===== src/rtl/pru_pkg.sv =====
`timescale 1ns / 1ps
// ----------------------------------------------------------------------------
// pru_pkg
// Shared types and codes for the pixel replicate upscaler.
// ----------------------------------------------------------------------------
package pru_pkg;

  localparam int PIXEL_W = 24;
  localparam int SCALE_REG_W = 5;
  localparam int WIDTH_REG_W = 11;
  localparam int CFG_DATA_W = 11;

  localparam logic CMD_PUSH   = 1'b0;
  localparam logic CMD_REPLAY = 1'b1;

  localparam logic ST_PIXEL  = 1'b0;
  localparam logic ST_REJECT = 1'b1;

  typedef enum logic [0:0] {
    REG_SCALE        = 1'b0,
    REG_SOURCE_WIDTH = 1'b1
  } cfg_index_t;

  typedef struct packed {
    logic       command;
    logic [7:0] blue;
    logic [7:0] green;
    logic [7:0] red;
  } cmd_req_t;

  typedef struct packed {
    logic [7:0] out_blue;
    logic [7:0] out_green;
    logic [7:0] out_red;
    logic [1:0] pad_bytes;
    logic       row_end;
    logic       last;
    logic       status;
  } pix_req_t;

  typedef struct packed {
    logic               reject;
    logic               use_mem;
    logic               row_end;
    logic [1:0]         pad;
    logic [PIXEL_W-1:0] pixel;
  } job_t;

endpackage


===== src/rtl/pru_emitter.sv =====
`timescale 1ns / 1ps
// ----------------------------------------------------------------------------
// pru_emitter
// Output register that repeats one job's pixel once per cycle while pix_stall
// is low, until its copy count is spent.
// ----------------------------------------------------------------------------
module pru_emitter
  import pru_pkg::*;
#(
  parameter int MAX_SCALE = 16,
  localparam int CNT_W = $clog2(MAX_SCALE + 1)
) (
  input  logic               clk,
  input  logic               rst,
  input  logic               job_valid,
  input  job_t               job,
  input  logic [CNT_W-1:0]   job_count,
  input  logic [PIXEL_W-1:0] mem_rdata,
  output logic               job_take,
  output logic               pix_valid,
  input  logic               pix_stall,
  output pix_req_t           pix
);

  logic [CNT_W-1:0]   count;
  logic [PIXEL_W-1:0] pixel;
  logic               row_end;
  logic [1:0]         pad;
  logic               reject;
  logic               fire;
  logic               final_copy;

  assign final_copy = (count == CNT_W'(1));
  assign fire = pix_valid & ~pix_stall;
  assign job_take = job_valid & (~pix_valid | (fire & final_copy));

  always_ff @(posedge clk) begin
    if (rst) begin
      pix_valid <= 1'b0;
    end else if (job_take) begin
      pix_valid <= 1'b1;
    end else if (fire && final_copy) begin
      pix_valid <= 1'b0;
    end
  end

  always_ff @(posedge clk) begin
    if (job_take) begin
      count <= job_count;
      pixel <= job.use_mem ? mem_rdata : job.pixel;
      row_end <= job.row_end;
      pad <= job.pad;
      reject <= job.reject;
    end else if (fire) begin
      count <= count - CNT_W'(1);
    end
  end

  always_comb begin
    pix.out_blue = pixel[7:0];
    pix.out_green = pixel[15:8];
    pix.out_red = pixel[23:16];
    pix.last = final_copy;
    pix.row_end = final_copy & row_end;
    pix.pad_bytes = (final_copy && row_end) ? pad : 2'b00;
    pix.status = reject ? ST_REJECT : ST_PIXEL;
  end

endmodule


===== config.mk =====
export PLATFORM = sky130hd
export DESIGN_NAME = pru_emitter
export DESIGN_NICKNAME = d
export VERILOG_FILES = /design/src/rtl/pru_pkg.sv /design/src/rtl/pru_emitter.sv
export SDC_FILE = /design/constraint.sdc
export NUM_CORES = 1
export LEC_CHECK = 0
export BUFFER_PORTS_ARGS = -buffer_cell sky130_fd_sc_hd__buf_4
export CORE_AREA = 10 10 84 86
export DETAILED_ROUTE_END_ITERATION = 8
export DIE_AREA = 0 0 94 96
export GPL_TIMING_DRIVEN = 0
export PLACE_DENSITY = 0.66
export SLEW_MARGIN = 20
export SYNTH_ARGS = -nofsm -noshare
export SYNTH_HDL_FRONTEND = slang
export SYNTH_SLANG_ARGS = --single-unit

===== constraint.sdc =====
create_clock -name clk -period 2.72 [get_ports clk]
set_input_delay 0.544 -clock clk [delete_from_list [all_inputs] [get_ports clk]]
set_output_delay 0.544 -clock clk [all_outputs]
set_load 0.01 [all_outputs]

==> results_dict.tcl, run 1 <==
set metrics [dict create \
    status "finished clean" \
    clkTransAtPathRegs_ps 70 \
    fin_skew_ps 4.84 \
    crit_fanout 29 \
    synth_seq_cells 34 \
    diodes 0 \
    cts_resized 0 \
    yosys.area.top_type "edfxtp_1" \
    syn_inst 91 \
    die-area_um2 9020 \
    cts_tree "yes" \
    grt_pass1_vias 1274 \
    hpwl_um 3560 \
    vias 1121 \
    layout_commonest_cell "buf_4" \
    path_delay_family "buffers and inverters" \
    setup_violations 0 \
    wirelength_um 4340 \
    drt_iter0_drc 15 \
    root_buffer "clkbuf_8" \
    maxSlewHeadroom_pct 70.1 \
    track_usage_pct 10.0 \
    finalHoldViolCount 0 \
    cap_violations 0 \
    ys_async_sr_fraction_pct 0 \
    drcViolationCount 0 \
    gp_congestion 0.696 \
    first_pass_iters 4 \
    hold_class "in -> reg" \
    ir_drop_v 0.000303 \
    crit_buf_inv 2 \
    antenna_found_initial 0 \
    rsz0062_at_grt "no" \
    die_h_um 96 \
    hold_buffers 0 \
    syn_to_final_growth_pct 54.8 \
    finalSetupTns_ps 0 \
    period_share_pct 90.7 \
    final_area_um2 2420 \
    fill_cells 512 \
    cellPowerDensity_nw_per_um2 509 \
    drv_slew 0 \
    wire_per_inst_um 16.6 \
    floorplan.initialDensity_pct 29.0 \
    clockBufferDepth 2 \
    fin_nets 253 \
    final_util_pct 44.8 \
    power.leakage_nw 1.07 \
    viasPerCell 4.28 \
    min_period_ps 2470 \
    synth_fp_nets 155 \
    synth_warnings 0 \
    ys.flop_type "edfxtp_1" \
    grt_first_pass_wirelength_um 6810 \
    syn_area_um2 1570 \
    p_sw_share_pct 22.9 \
    max_freq_ghz 0.405 \
    port-buffer-count 91 \
    startpoint_type "register" \
    seq_area_frac_synth_pct 64.6 \
    netlist_top_cells_area "edfxtp_1, mux2_2, mux2_4" \
    tightestPinTransition_ps 447 \
    slowest_delay_ps 410 \
    seq_power_share_pct 52.5 \
    die_x_um 94 \
    slowest_stage "edfxtp_1" \
    p_int_mw 0.951 \
    cp_cell_sequence "ha_1, and4bb_4, a21oi_4, inv_4, buf_4" \
    post_cts_buffers 0 \
    placed_area_um2 2340 \
    ant_nets 0 \
    r2r_slack_ps 950 \
    grt_max_degree 30 \
    path_class "reg -> out" \
    arrival_ps 1920 \
    final_layout_size_suffix_gt1_share_pct 70.5 \
    clkSinkCount 34 \
    synth_top_area_share_pct 63.3 \
    yosys.cell_types.count 22 \
    worstPathRequired_ps 2180 \
    synth_edf_count 33 \
    cts_max_level 2 \
    p_switching_mw 0.283 \
    numCtsBuffers 5 \
    clkPwrFrac_pct 28.4 \
    avgSynthCellArea_um2 17.2 \
    insertion_delay_ps 280 \
    core_area_um2 5410 \
    combPwrFrac_pct 19.1 \
    rows 27 \
    grt.overflow.total 0 \
    endpoint_kind "primary output" \
    final_cell_mix "buf_4, edfxtp_1, mux2_2" \
    io_pins 93 \
]
metrics by stage:
stage | worst slack, ps | power [mW] | hold slack, ps | instances
3_3_place_gp | -86.7 | 0.895 | 645 | 254
4_1_cts | 71.9 | 1.26 | 423 | 262
6_report | 253 | 1.23 | 439 | 262
5_1_grt | 123 | 1.30 | 421 | 262
3_5_place_dp | 320 | 0.899 | 656 | 254
2_1_floorplan | 577 | 0.767 | 643 | 91
flip-flops by register name, indices dropped and copies added (netlist names):
name	count
pixel	24
count	5
pix_valid	1
pad	2
row_end	1
reject	1
metal layers:
| metal | share of wire [%] | wire (um) | global-route usage (%) |
|---|---|---|---|
| met5 | 0 | 0 | 0 |
| met4 | 1.2 | 53 | 4.18 |
| met2 | 49 | 2130 | 16.1 |
| met3 | 18 | 778 | 8.72 |
| met1 | 32 | 1380 | 8.85 |
worst paths after layout:
path | cells past startpoint | end | from
hold / removal | 1 | reject$_DFFE_PP_ | job[28]
hold reg to reg | 2 | pix_valid$_SDFFE_PP0P_ | pix_valid$_SDFFE_PP0P_
setup reg to reg | 4 | count[3]$_DFFE_PP_ | count[0]$_DFFE_PP_
setup / recovery | 5 | job_take | count[0]$_DFFE_PP_
logic make-up (layout without fill, tap and decap cells):
group,after synthesis,in the layout,synth area share (%)
xor gates and xnor gates,3,3,1.68
and+or+nand+nor,9,9,4.64
DFF,34,34,64.6
buffers and inverters,10,109,3.12
adders and majority gates,2,2,1.60
AOI/OAI and AO/OA,4,4,2.64
muxes,29,29,21.7
final cells by class:
class                      instances  area [um2]  share of cell area [%]
tap                               72        90.1                    3.72
timing repair buffer              91         683                    28.2
clock inverter                     2        8.76                   0.362
multi-input combinational         47         505                    20.9
inverter                           5        21.3                   0.878
clock buffer                       6        72.6                    3.00
buffer                             5        30.0                    1.24
sequential                        34        1010                    41.7
synthesized netlist by cell type (2+ instances only):
| cell type | instances |
|---|---|
| buf_2 | 3 |
| ha_1 | 2 |
| edfxtp_1 | 33 |
| mux2_4 | 4 |
| xor2_1 | 3 |
| mux2_2 | 24 |
| inv_1 | 5 |
| and3_1 | 2 |
| buf_4 | 2 |
power groups by stage:
| stage | combinational [mW] | clock, mW | sequential, mW |
|---|---|---|---|
| 3_5_place_dp | 0.240 | 0 | 0.659 |
| 2_1_floorplan | 0.0972 | 0 | 0.670 |
| 4_1_cts | 0.241 | 0.369 | 0.648 |
| 6_report | 0.236 | 0.351 | 0.648 |
| 5_1_grt | 0.259 | 0.389 | 0.652 |
| 3_3_place_gp | 0.237 | 0 | 0.658 |
No activity file was read; power rests on OpenSTA's default activity.
==> run 2: changes to the inputs <==
==> constraint.sdc (replaced) <==
create_clock -name clk -period 2.72 [get_ports clk]
set_input_delay 0.136 -clock clk [delete_from_list [all_inputs] [get_ports clk]]
set_output_delay 0.136 -clock clk [all_outputs]
set_load 0.01 [all_outputs]
==> run 2 against run 1 <==
Core utilization about the same. Maximum frequency is 13% higher. Wire length grew 0.12%. Largest cell class unchanged.
==> results_dict.tcl, run 2 (synthesis results as in run 1) <==
set metrics [dict create \
    status "finished clean" \
    clockBufferDepth 2 \
    met2_usage_pct 16.1 \
    worstPathRequired_ps 2580 \
    die-area_um2 9020 \
    clkTransAtPathRegs_ps 70 \
    vias 1122 \
    grt.overflow.total 0 \
    numCtsBuffers 5 \
    root_buffer "clkbuf_8" \
    core_area_um2 5410 \
    die_x_um 94 \
    grt_first_pass_wirelength_um 6810 \
    min_period_ps 2170 \
    ant_nets 0 \
    regMostFlops "pixel" \
    port-buffer-count 91 \
    wirelength_um 4350 \
    tightestPinTransition_ps 620 \
    fin_skew_ps 4.34 \
    grt_max_degree 30 \
    hpwl_um 3560 \
    grtUsageMet3_pct 8.72 \
    cts_max_level 2 \
    drcViolationCount 0 \
    cts_resized 0 \
    track_usage_pct 10.0 \
    grt_pass1_vias 1274 \
    finalHoldViolCount 0 \
    placed_area_um2 2340 \
    wire_per_inst_um 16.6 \
    slowest_delay_ps 410 \
    viasPerCell 4.28 \
    power.leakage_nw 1.07 \
    arrival_ps 2040 \
    layout_commonest_cell "buf_4" \
    final.setup.worst_slack_ps 546 \
    endpoint_kind "primary output" \
    syn_to_final_growth_pct 54.6 \
    setup_violations 0 \
    startpoint_type "register" \
    final_cell_mix "buf_4, edfxtp_1, mux2_2" \
    diodes 0 \
    fill_cells 514 \
    crit_buf_inv 2 \
    cap_violations 0 \
    crit_fanout 29 \
    cp_cell_sequence "ha_1, and4bb_4, a21oi_4, inv_2, buf_4" \
    max_freq_ghz 0.460 \
    met1_usage_pct 8.85 \
    drv_slew 0 \
    cts_tree "yes" \
    period_share_pct 79.9 \
    gp_congestion 0.696 \
    io_pins 93 \
    rsz0062_at_grt "no" \
    path_delay_family "buffers and inverters" \
    rows 27 \
    drt_iter0_drc 15 \
    insertion_delay_ps 280 \
    final_area_um2 2420 \
    top_usage_layer "met2" \
    post_cts_buffers 0 \
    reg.largest.list "pixel: 24 flops, count: 5 flops, pad: 2 flops" \
    floorplan.initialDensity_pct 29.0 \
    slowest_stage "edfxtp_1" \
    final_layout_size_suffix_gt1_share_pct 70.5 \
    maxSlewHeadroom_pct 58.6 \
    hold_buffers 0 \
    dp_slack_ps 791 \
    ir_drop_v 0.000303 \
    cellPowerDensity_nw_per_um2 510 \
    path_class "reg -> out" \
    first_pass_iters 4 \
    final_util_pct 44.8 \
    largest_reg_flops 24 \
    fin_nets 253 \
    hold_class "in -> reg" \
    clkSinkCount 34 \
    antenna_found_initial 0 \
    finalSetupTns_ps 0 \
    die_h_um 96 \
]
run 2: cell count changes in the layout (fill, tap and decap cells not counted):
cell,delta
inv_2,+1
inv_4,-1
run 2: path summary, 6_finish.rpt:
check / startpoint / end / slack, ps / cells after the start
setup / recovery: count[0]$_DFFE_PP_ / job_take / 550 / 5
setup reg to reg: count[1]$_DFFE_PP_ / pixel[11]$_DFFE_PP_ / 840 / 5
hold / removal: job[26] / row_end$_DFFE_PP_ / 30 / 1
hold reg to reg: pix_valid$_SDFFE_PP0P_ / pix_valid$_SDFFE_PP0P_ / 660 / 2
run 2: per-stage QoR:
step	instances	hold WS [ps]	power, mW
after floorplan	91	235	0.767
after global placement	254	315	0.895
after detailed placement	254	315	0.899
after CTS	262	15.1	1.26
after global routing	262	13.0	1.30
final	262	31.8	1.23
run 2: routing by layer:
metal  share of wire [%]  up-vias
met5                   0        -
met2                  49       61
met3                  18        4
met1                  32      522
met4                 1.2        0
li1                    -      535
run 2: area by class of cell:
class                      instances  area [um2]  share of cell area (%)
clock buffer                       6        72.6                    3.00
timing repair buffer              91         683                    28.2
multi-input combinational         47         505                    20.9
inverter                           5        18.8                   0.776
tap                               72        90.1                    3.72
clock inverter                     2        8.76                   0.362
buffer                             5        30.0                    1.24
sequential                        34        1010                    41.8
run 2: worst reg2reg max path, delay by kind of cell, from the launching register on:
| family | cells | cell delay (ps) |
|---|---|---|
| buf+inv | 2 | 570 |
| flops | 1 | 390 |
| simple gates | 1 | 260 |
| fa+ha+maj | 1 | 180 |
| compound gates | 1 | 100 |
run 2: report_power, final:
part | internal, mW | switching [mW]
clock | 0.176 | 0.175
combinational | 0.147 | 0.0884
sequential | 0.629 | 0.0191
