### config.mk
export PLATFORM = sky130hd
export DESIGN_NAME = pru_ctrl
export DESIGN_NICKNAME = d
export VERILOG_FILES = /design/src/rtl/pru_pkg.sv /design/src/rtl/pru_ctrl.sv
export SDC_FILE = /design/constraint.sdc
export NUM_CORES = 1
export LEC_CHECK = 0
export BUFFER_PORTS_ARGS = -buffer_cell sky130_fd_sc_hd__buf_2
export CAP_MARGIN = 30
export CORE_AREA = 2 2 106 82
export DETAILED_ROUTE_END_ITERATION = 8
export DIE_AREA = 0 0 108 84
export PLACE_DENSITY = 0.69
export SLEW_MARGIN = 20
export SYNTH_ARGS = -nofsm -noshare
export SYNTH_HDL_FRONTEND = slang
export SYNTH_SLANG_ARGS = --single-unit
### constraint.sdc
create_clock -name clk -period 3.4 [get_ports clk]
set_clock_uncertainty 0.15 [all_clocks]
set_input_delay 0.51 -clock clk [delete_from_list [all_inputs] [get_ports clk]]
set_output_delay 0.51 -clock clk [all_outputs]
set_load 0.005 [all_outputs]
### src/rtl/pru_pkg.sv
`timescale 1ns / 1ps
// ----------------------------------------------------------------------------
// pru_pkg
// Shared types and codes for the pixel replicate upscaler.
// ----------------------------------------------------------------------------
package pru_pkg;

  localparam int PIXEL_W = 24;
  localparam int SCALE_REG_W = 5;
  localparam int WIDTH_REG_W = 11;
  localparam int CFG_DATA_W = 11;

  localparam logic CMD_PUSH   = 1'b0;
  localparam logic CMD_REPLAY = 1'b1;

  localparam logic ST_PIXEL  = 1'b0;
  localparam logic ST_REJECT = 1'b1;

  typedef enum logic [0:0] {
    REG_SCALE        = 1'b0,
    REG_SOURCE_WIDTH = 1'b1
  } cfg_index_t;

  typedef struct packed {
    logic       command;
    logic [7:0] blue;
    logic [7:0] green;
    logic [7:0] red;
  } cmd_req_t;

  typedef struct packed {
    logic [7:0] out_blue;
    logic [7:0] out_green;
    logic [7:0] out_red;
    logic [1:0] pad_bytes;
    logic       row_end;
    logic       last;
    logic       status;
  } pix_req_t;

  typedef struct packed {
    logic               reject;
    logic               use_mem;
    logic               row_end;
    logic [1:0]         pad;
    logic [PIXEL_W-1:0] pixel;
  } job_t;

endpackage

### src/rtl/pru_ctrl.sv
`timescale 1ns / 1ps
// ----------------------------------------------------------------------------
// pru_ctrl
// Configuration registers, row position and phase tracking; issues line
// store accesses and hands one job per accepted request to the emitter.
// ----------------------------------------------------------------------------
module pru_ctrl
  import pru_pkg::*;
#(
  parameter int MAX_WIDTH = 1024,
  parameter int MAX_SCALE = 16,
  localparam int COL_W = (MAX_WIDTH > 1) ? $clog2(MAX_WIDTH) : 1,
  localparam int WW = $clog2(MAX_WIDTH + 1),
  localparam int CNT_W = $clog2(MAX_SCALE + 1)
) (
  input  logic               clk,
  input  logic               rst,
  input  logic               cfg_we,
  input  cfg_index_t         cfg_index,
  input  logic [CFG_DATA_W-1:0] cfg_data,
  input  logic               cmd_valid,
  output logic               cmd_stall,
  input  cmd_req_t           cmd,
  output logic               mem_we,
  output logic               mem_re,
  output logic [COL_W-1:0]   mem_addr,
  output logic [PIXEL_W-1:0] mem_wdata,
  output logic               job_valid,
  output job_t               job,
  output logic [CNT_W-1:0]   job_count,
  input  logic               job_take
);

  logic [SCALE_REG_W-1:0] scale;
  logic [WIDTH_REG_W-1:0] source_width;
  logic [COL_W-1:0]       column;
  logic [CNT_W-1:0]       replays_left;

  logic [CNT_W-1:0] scale_eff;
  logic [WW-1:0]    width_eff;
  logic             accept;
  logic             is_replay;
  logic             reject;
  logic             row_end;
  logic [1:0]       pad;
  logic [1:0]       w2;
  logic [1:0]       s2;

  always_comb begin
    if (scale == '0) begin
      scale_eff = CNT_W'(1);
    end else if (int'(scale) > MAX_SCALE) begin
      scale_eff = CNT_W'(MAX_SCALE);
    end else begin
      scale_eff = CNT_W'(scale);
    end
    if (source_width == '0) begin
      width_eff = WW'(1);
    end else if (int'(source_width) > MAX_WIDTH) begin
      width_eff = WW'(MAX_WIDTH);
    end else begin
      width_eff = WW'(source_width);
    end
  end

  assign w2 = 2'(width_eff);
  assign s2 = 2'(scale_eff);
  assign pad = 2'(w2 * s2);
  assign row_end = (int'(column) + 1) >= int'(width_eff);

  assign cmd_stall = job_valid & ~job_take;
  assign accept = cmd_valid & ~cmd_stall;
  assign is_replay = (cmd.command == CMD_REPLAY);
  assign reject = is_replay != (replays_left != '0);

  assign mem_we = accept & ~reject & ~is_replay;
  assign mem_re = accept & ~reject & is_replay;
  assign mem_addr = column;
  assign mem_wdata = {cmd.red, cmd.green, cmd.blue};

  always_ff @(posedge clk) begin
    if (rst) begin
      scale <= SCALE_REG_W'(1);
      source_width <= WIDTH_REG_W'(1);
    end else if (cfg_we) begin
      unique case (cfg_index)
        REG_SCALE:        scale <= SCALE_REG_W'(cfg_data);
        REG_SOURCE_WIDTH: source_width <= WIDTH_REG_W'(cfg_data);
        default:          scale <= scale;
      endcase
    end
  end

  always_ff @(posedge clk) begin
    if (rst) begin
      column <= '0;
      replays_left <= '0;
      job_valid <= 1'b0;
    end else begin
      if (accept && !reject) begin
        if (row_end) begin
          column <= '0;
          replays_left <= is_replay ? replays_left - CNT_W'(1) : scale_eff - CNT_W'(1);
        end else begin
          column <= column + COL_W'(1);
        end
      end
      if (accept) begin
        job_valid <= 1'b1;
      end else if (job_take) begin
        job_valid <= 1'b0;
      end
    end
  end

  always_ff @(posedge clk) begin
    if (accept) begin
      job.reject <= reject;
      job.use_mem <= is_replay & ~reject;
      job.row_end <= row_end & ~reject;
      job.pad <= pad;
      job.pixel <= reject ? '0 : mem_wdata;
      job_count <= reject ? CNT_W'(1) : scale_eff;
    end
  end

endmodule

==> metrics.md, run 1 <==
| Metric | Value |
|---|---|
| Async S/R FF share, synth | `0%` |
| Post-DRT Antenna Nets | `0` |
| Fin. Hold Viols | `0` |
| Max Root-Sink Buffers | `2` |
| Clk Latency, worst-skew pair | `about 0.34 ns` |
| Drt drc | `0` |
| Final worst-path cycle share | `~93%` |
| Die Footprint | `between 9000 and 10,000 µm²` |
| Clock sinks | `66` |
| Die X | `around 110 µm` |
| Total Wirelength | `7.34 mm` |
| Crit-path max FO | `7` |
| Mapped Cells | `~350` |
| GRT Util Overall | `around 17%` |
| Initial core utilization | `roughly 41%` |
| Multi-input logic area | `1440 µm²` |
| Predominant post-synthesis flop cell | `edfxtp_1` |
| Placed cell count | `between 500 and 600` |
| DRT Pass-1 Iters | `4` |
| Peak Freq | `316 MHz` |
| RSZ-0062 raised after global routing | `no` |
| Via Count | `~2,700` |
| Storage element area | `between 1500 and 2000 µm²` |
| WL/cell | `approximately 13 µm` |
| Max-Cap Viols | `0` |
| Slew Viols, Final | `0` |
| Syn-to-layout area delta | `19.7%` |
| # diodes | `0` |
| Slew margin rel. | `58.9%` |
| CTS root buf | `clkbuf_8` |
| Die extent in y | `about 84 µm` |
| Post-synth EDFFs | `34` |
| Setup CP Type | `flip-flop to flip-flop` |
| IO Pins | `between 100 and 150` |
| Post-DP HPWL | `5.39 mm` |
| CTS tree | `built` |
| Largest net degree at the start of global routing | `33` |
| Peak supply drop | `about 0.00022 V` |
| Crit path launch type | `flip-flop` |
| Worst hold path type | `input pin to flip-flop` |
| Final RePlAce weighted congestion | `between 0.7 and 0.8` |
| Initial antenna violation count | `0` |
| Share of layout cells above drive strength 1 | `between 30% and 40%` |
| IO Port Bufs | `113` |
| Vias in the first global route | `2,442` |
| Post-synth net total | `402` |
| Fin nets | `490` |
| Worst slew pin tran | `roughly 0.62 ns` |
| Post-CTS setup buffers | `0` |
| Avg Cell Area, Syn | `a little under 10 µm²` |
| Critical Path AT | `between 3 and 4 ns` |
| Critical path required time | `about 3.5 ns` |
| # fillers | `~800` |
| Min-delay src | `cfg_data[9]` |
| Global-route wire length before repair | `11.6 mm` |
| Num CTS Buffers | `9` |
| Critical R2R Launch | `mem_addr[1]$_SDFFE_PP0P_` |
| Rows | `29` |
| P_leak | `approximately 1.8 nW` |
| Fin Setup TNS | `0 ns` |
| Power Density | `510 nW/µm²` |
| CTS H-Tree Depth | `3` |
| Mapped Area | `3380 µm²` |
| Yosys Warn Count | `0` |
| Final critical-path required period | `3.17 ns` |
| First DRT Iteration DRCs | `145` |
| Total congestion overflow | `0` |
| Core ar. | `about 8200 µm²` |
| Critical Path Source | `mem_addr[1]$_SDFFE_PP0P_` |
| Yosys reg bits | `66` |
| Status | `complete, no violations` |
| Register area share after synthesis | `around half` |
| CP endpoint kind | `flip-flop` |
| Final setup vio count | `0` |
| Drt via density | `between 4 and 5` |
| Finished Layout Cells | `~550` |
| Netlist cell types | `45` |
| CTS clk-pin slew, worst paths | `0.08 ns` |
==> timing repair <==
item,CTS,global route
endpoints found under the setup margin,0,6
resized for setup,0,4
hold buffers,0,0
==> stage by stage <==
stage	area (µm²)	worst slack, ns	total power, mW	utilization [%]	hold WS [ns]
after floorplan	3380	0.479	1.33	-	0.291
final	4040	0.234	2.06	49.5	0.246
after global placement	3860	0.313	1.50	47.3	0.315
after CTS	4030	0.137	2.09	49.3	0.228
after global routing	4040	0.0306	2.19	49.5	0.232
after detailed placement	3860	0.181	1.51	47.3	0.314
==> cell usage after synthesis, types with 2 or more instances <==
| cell | instances | share of area (%) |
|---|---|---|
| nor3b_1 | 4 | 0.89 |
| nor3_1 | 6 | 0.89 |
| a21o_1 | 8 | 1.8 |
| o211ai_1 | 3 | 0.67 |
| nand2_1 | 52 | 5.8 |
| nand3b_1 | 6 | 1.3 |
| o21bai_1 | 2 | 0.44 |
| and2_1 | 5 | 0.93 |
| edfxtp_1 | 34 | 30 |
| ha_1 | 14 | 5.2 |
| buf_6 | 2 | 0.67 |
| inv_1 | 5 | 0.56 |
| or3_1 | 5 | 0.93 |
| xnor2_1 | 7 | 1.8 |
| nand3_1 | 11 | 1.6 |
| nor2_1 | 19 | 2.1 |
| a31oi_1 | 3 | 0.56 |
| nand2b_1 | 2 | 0.37 |
| clkbuf_1 | 14 | 1.6 |
| nor2b_1 | 28 | 5.2 |
| nand4_1 | 2 | 0.37 |
| a21oi_1 | 28 | 4.1 |
| nor2b_4 | 2 | 0.82 |
| mux2i_1 | 4 | 1.2 |
| xor2_1 | 4 | 1.0 |
| nor4_1 | 3 | 0.56 |
| buf_4 | 24 | 5.3 |
| dfxtp_1 | 32 | 19 |
==> registers in the layout, indices dropped and copies added (netlist names) <==
name and cells:
job 29, job_count 5, job_valid 1, mem_addr 10, replays_left 5, scale 5
source_width 11
==> logic make-up (layout without fill, tap and decap cells) <==
group	after synthesis	in the layout	synth area share, %
multiplexers	4	4	1.19
AO/OA/AOI/OAI	52	52	9.82
XOR/XNOR	11	11	2.85
buffers and inverters	48	141	8.48
flip-flops	66	66	49.2
adder cells (fa/ha/maj)	14	14	5.19
AND/OR/NAND/NOR	151	151	23.3
==> layer usage <==
layer / global-route usage, % / wire, µm / up-vias
met3: 5.31 / 451 / 6
met5: 0 / 0 / -
met1: 23.4 / 3520 / 1222
met4: 5.59 / 74 / 0
li1: - / - / 1352
met2: 23.9 / 3290 / 90
==> final timing paths <==
| check | end | slack, ns | depth (start not counted) |
|---|---|---|---|
| worst min-delay path | source_width[9]$_SDFFE_PP0P_ | 0.25 | 3 |
| worst max-delay path | mem_addr[4]$_SDFFE_PP0P_ | 0.23 | 13 |
| worst max register to register | mem_addr[4]$_SDFFE_PP0P_ | 0.23 | 13 |
| worst min register to register | source_width[5]$_SDFFE_PP0P_ | 0.33 | 2 |
==> where the power goes <==
part           internal, mW  switching [mW]
registers             0.960          0.0387
logic                 0.211           0.279
clock network         0.265           0.308
total                  1.44           0.626
==> layout make-up <==
class | instances | share of cell area, %
flip-flops and latches | 66 | 41.2
multi-input cells | 232 | 35.6
repair buffers | 119 | 15.1
well taps | 108 | 3.34
clock buffers | 10 | 3.16
clock inverters | 6 | 1.05
inverters | 6 | 0.557
==> cells in the final DEF (no fill, tap or decap), types with 4 or more instances in the layout <==
master	instances
nand3b_1	6
inv_1	5
or3_1	5
a21oi_1	28
nor2_1	19
buf_2	113
and2_1	5
nor3_1	6
nand3_1	11
nor2b_1	28
nor3b_1	4
dfxtp_1	30
edfxtp_1	34
nand2_1	52
buf_4	6
clkbuf_8	9
xor2_1	4
ha_1	14
mux2i_1	4
xnor2_1	6
a21o_1	8
==> critical path: stages (launching register included) <==
cell      delay (ns)
dfxtp_1         0.39
ha_1            0.24
nand3_1         0.18
inv_1           0.11
nand3_1         0.15
xnor2_2         0.19
ha_1            0.32
a21o_1          0.16
a221o_1         0.35
a41oi_2         0.22
o21bai_2        0.16
buf_4           0.18
a21o_1          0.16
a21oi_1         0.13
(Power assumes the default switching activity.)
==> run 2: changes to the inputs <==
--- a/config.mk
+++ b/config.mk
@@ -6,11 +6,10 @@
 export NUM_CORES = 1
 export LEC_CHECK = 0
 export BUFFER_PORTS_ARGS = -buffer_cell sky130_fd_sc_hd__buf_2
-export CAP_MARGIN = 30
-export CORE_AREA = 2 2 106 82
+export CORE_AREA = 2 2 102 80
 export DETAILED_ROUTE_END_ITERATION = 8
-export DIE_AREA = 0 0 108 84
-export PLACE_DENSITY = 0.69
+export DIE_AREA = 0 0 104 82
+export PLACE_DENSITY = 0.73
 export SLEW_MARGIN = 20
 export SYNTH_ARGS = -nofsm -noshare
 export SYNTH_HDL_FRONTEND = slang
==> run 2 against run 1 <==
  * Worst setup slack lost 0.060 ns
  * Die area shrank 6.0%
  * Sequential power is essentially flat
  * Clock power grew 20%
  * Critical endpoint is now mem_addr[0]$_SDFFE_PP0P_
  * Via count shrank 0.86%
  * First-iteration DRC count grew 7.6%
==> metrics.md, run 2 (synthesized netlist as in run 1, its figures left out) <==
| Metric | Value |
|---|---|
| P_leak | `between 1.5 and 2 nW` |
| Final worst-path cycle share | `between 90% and 100%` |
| CTS Hold Buffers Added | `0` |
| Clk Latency, worst-skew pair | `0.34 ns` |
| WL/cell | `13.8 µm` |
| Peak supply drop | `approximately 0.00026 V` |
| Core ar. | `about 7600 µm²` |
| Die X | `~100 µm` |
| Max-Cap Viols | `0` |
| Post-DP HPWL | `5.40 mm` |
| IO Port Bufs | `about 110` |
| Fin Setup TNS | `0 ns` |
| Fin nets | `489` |
| # diodes | `0` |
| RSZ-0062 raised after global routing | `yes` |
| Die extent in y | `between 80 and 90 µm` |
| Largest Register | `job` |
| Largest net degree at the start of global routing | `33` |
| Initial antenna violation count | `0` |
| Crit-path max FO | `11` |
| Post-CTS setup buffers | `0` |
| Status | `complete, no violations` |
| Tot Pwr | `roughly 2.2 mW` |
| Power Density | `between 500 and 600 nW/µm²` |
| Rows | `28` |
| DRT Pass-1 Iters | `4` |
| Slew Viols, Final | `0` |
| Final RePlAce weighted congestion | `~0.85` |
| Clk pwr share | `around a third` |
| Drt drc | `0` |
| Final setup vio count | `0` |
| Worst R2R Setup Slack | `around 0.17 ns` |
| Clock sinks | `66` |
| Post-DRT Antenna Nets | `0` |
| Worst hold path type | `input pin to flip-flop` |
| GRT Util Overall | `17.0%` |
| Via Count | `roughly 2,600` |
| Peak Freq | `~310 MHz` |
| Worst slew pin tran | `roughly 0.63 ns` |
| Max Root-Sink Buffers | `2` |
| Commonest cells after routing, fill and taps aside | `buf_2, nand2_1, edfxtp_1, dfxtp_1` |
| Vias in the first global route | `approximately 2,400` |
| First DRT Iteration DRCs | `156` |
| Psw | `between 0.6 and 0.7 mW` |
| Total Wirelength | `around 7.5 mm` |
| Final critical-path required period | `between 3 and 4 ns` |
| IO Pins | `114` |
| Sequential power share | `between 40 and 50%` |
| CP endpoint kind | `flip-flop` |
| Share of layout cells above drive strength 1 | `between 30% and 40%` |
| Drt via density | `between 4 and 5` |
| Cell Int Power | `between 1.5 and 2 mW` |
| Num CTS Buffers | `9` |
| Die Footprint | `8530 µm²` |
| Combinational power share | `between 20% and 30%` |
| Fin. Hold Viols | `0` |
| Area after DPL | `about 3800 µm²` |
| CTS tree | `built` |
| Final Cell Area | `between 4000 and 5000 µm²` |
| Number of flip-flops in the largest register | `29` |
| Total congestion overflow | `0` |
| Critical Path AT | `roughly 3.3 ns` |
| Setup CP Type | `flip-flop to flip-flop` |
| Crit path launch type | `flip-flop` |
| Slew margin rel. | `between 50% and 60%` |
| CTS root buf | `clkbuf_8` |
| Switching Share | `roughly 28%` |
| CTS clk-pin slew, worst paths | `around 0.070 ns` |
| Initial core utilization | `44.6%` |
| Global-route wire length before repair | `11.3 mm` |
| Most common cell after layout, fill and taps aside | `buf_2` |
| Critical path required time | `3.50 ns` |
| CTS H-Tree Depth | `3` |
| Syn-to-layout area delta | `20.6%` |
==> run 2: worst max-delay path: stages (launching register included) <==
cell and delay (ns):
dfxtp_1 0.45, nand3_2 0.15, or2_1 0.32, nor2_1 0.14, xor2_1 0.23, ha_1 0.29
and3_2 0.22, a221o_1 0.31, a41oi_2 0.26, o21bai_4 0.16, or3_1 0.33, a21oi_1 0.14
==> run 2: path summary, 6_finish.rpt <==
kind,start,cells past startpoint,endpoint
worst max register to register,mem_addr[2]$_SDFFE_PP0P_,11,mem_addr[0]$_SDFFE_PP0P_
worst min-delay path,cfg_data[0],3,source_width[0]$_SDFFE_PP1P_
worst max-delay path,mem_addr[2]$_SDFFE_PP0P_,11,mem_addr[0]$_SDFFE_PP0P_
worst min register to register,source_width[5]$_SDFFE_PP0P_,2,source_width[5]$_SDFFE_PP0P_
==> run 2: timing repair <==
item	4_1_cts	5_1_grt
setup endpoints to repair	0	12
hold endpoints to repair	0	0
gates resized for setup	0	4
==> run 2: per-layer routing <==
| layer | global-route usage [%] | part of all wire, % | wire (µm) |
|---|---|---|---|
| met1 | 22.9 | 47 | 3550 |
| met2 | 25.5 | 45 | 3340 |
| met3 | 6.03 | 6.6 | 493 |
| met4 | 6.08 | 1.3 | 97 |
| met5 | 0 | 0 | 0 |
==> run 2: layout make-up <==
cell class	count	area [µm²]
clock inverter	2	35.0
timing repair buffer	118	603
clock buffer	14	174
sequential	66	1660
multi-input combinational	232	1450
fill	722	3490
inverter	6	22.5
tap	105	131
==> run 2: power groups by stage <==
stage,sequential [mW],clock (mW),combinational (mW)
2_1_floorplan,1.02,0,0.308
3_3_place_gp,1.01,0,0.480
3_5_place_dp,1.02,0,0.489
4_1_cts,0.999,0.708,0.491
5_1_grt,1.01,0.733,0.558
6_report,1.00,0.688,0.492
==> run 2: through the flow <==
step / utilization [%] / setup slack (ns) / hold slack [ns] / std cells
2_1_floorplan: - / 0.479 / 0.291 / 346
3_3_place_gp: 50.8 / 0.226 / 0.314 / 527
3_5_place_dp: 50.8 / 0.0749 / 0.314 / 527
4_1_cts: 53.6 / 0.0195 / 0.234 / 543
5_1_grt: 53.8 / -0.00715 / 0.257 / 543
6_report: 53.8 / 0.174 / 0.245 / 543
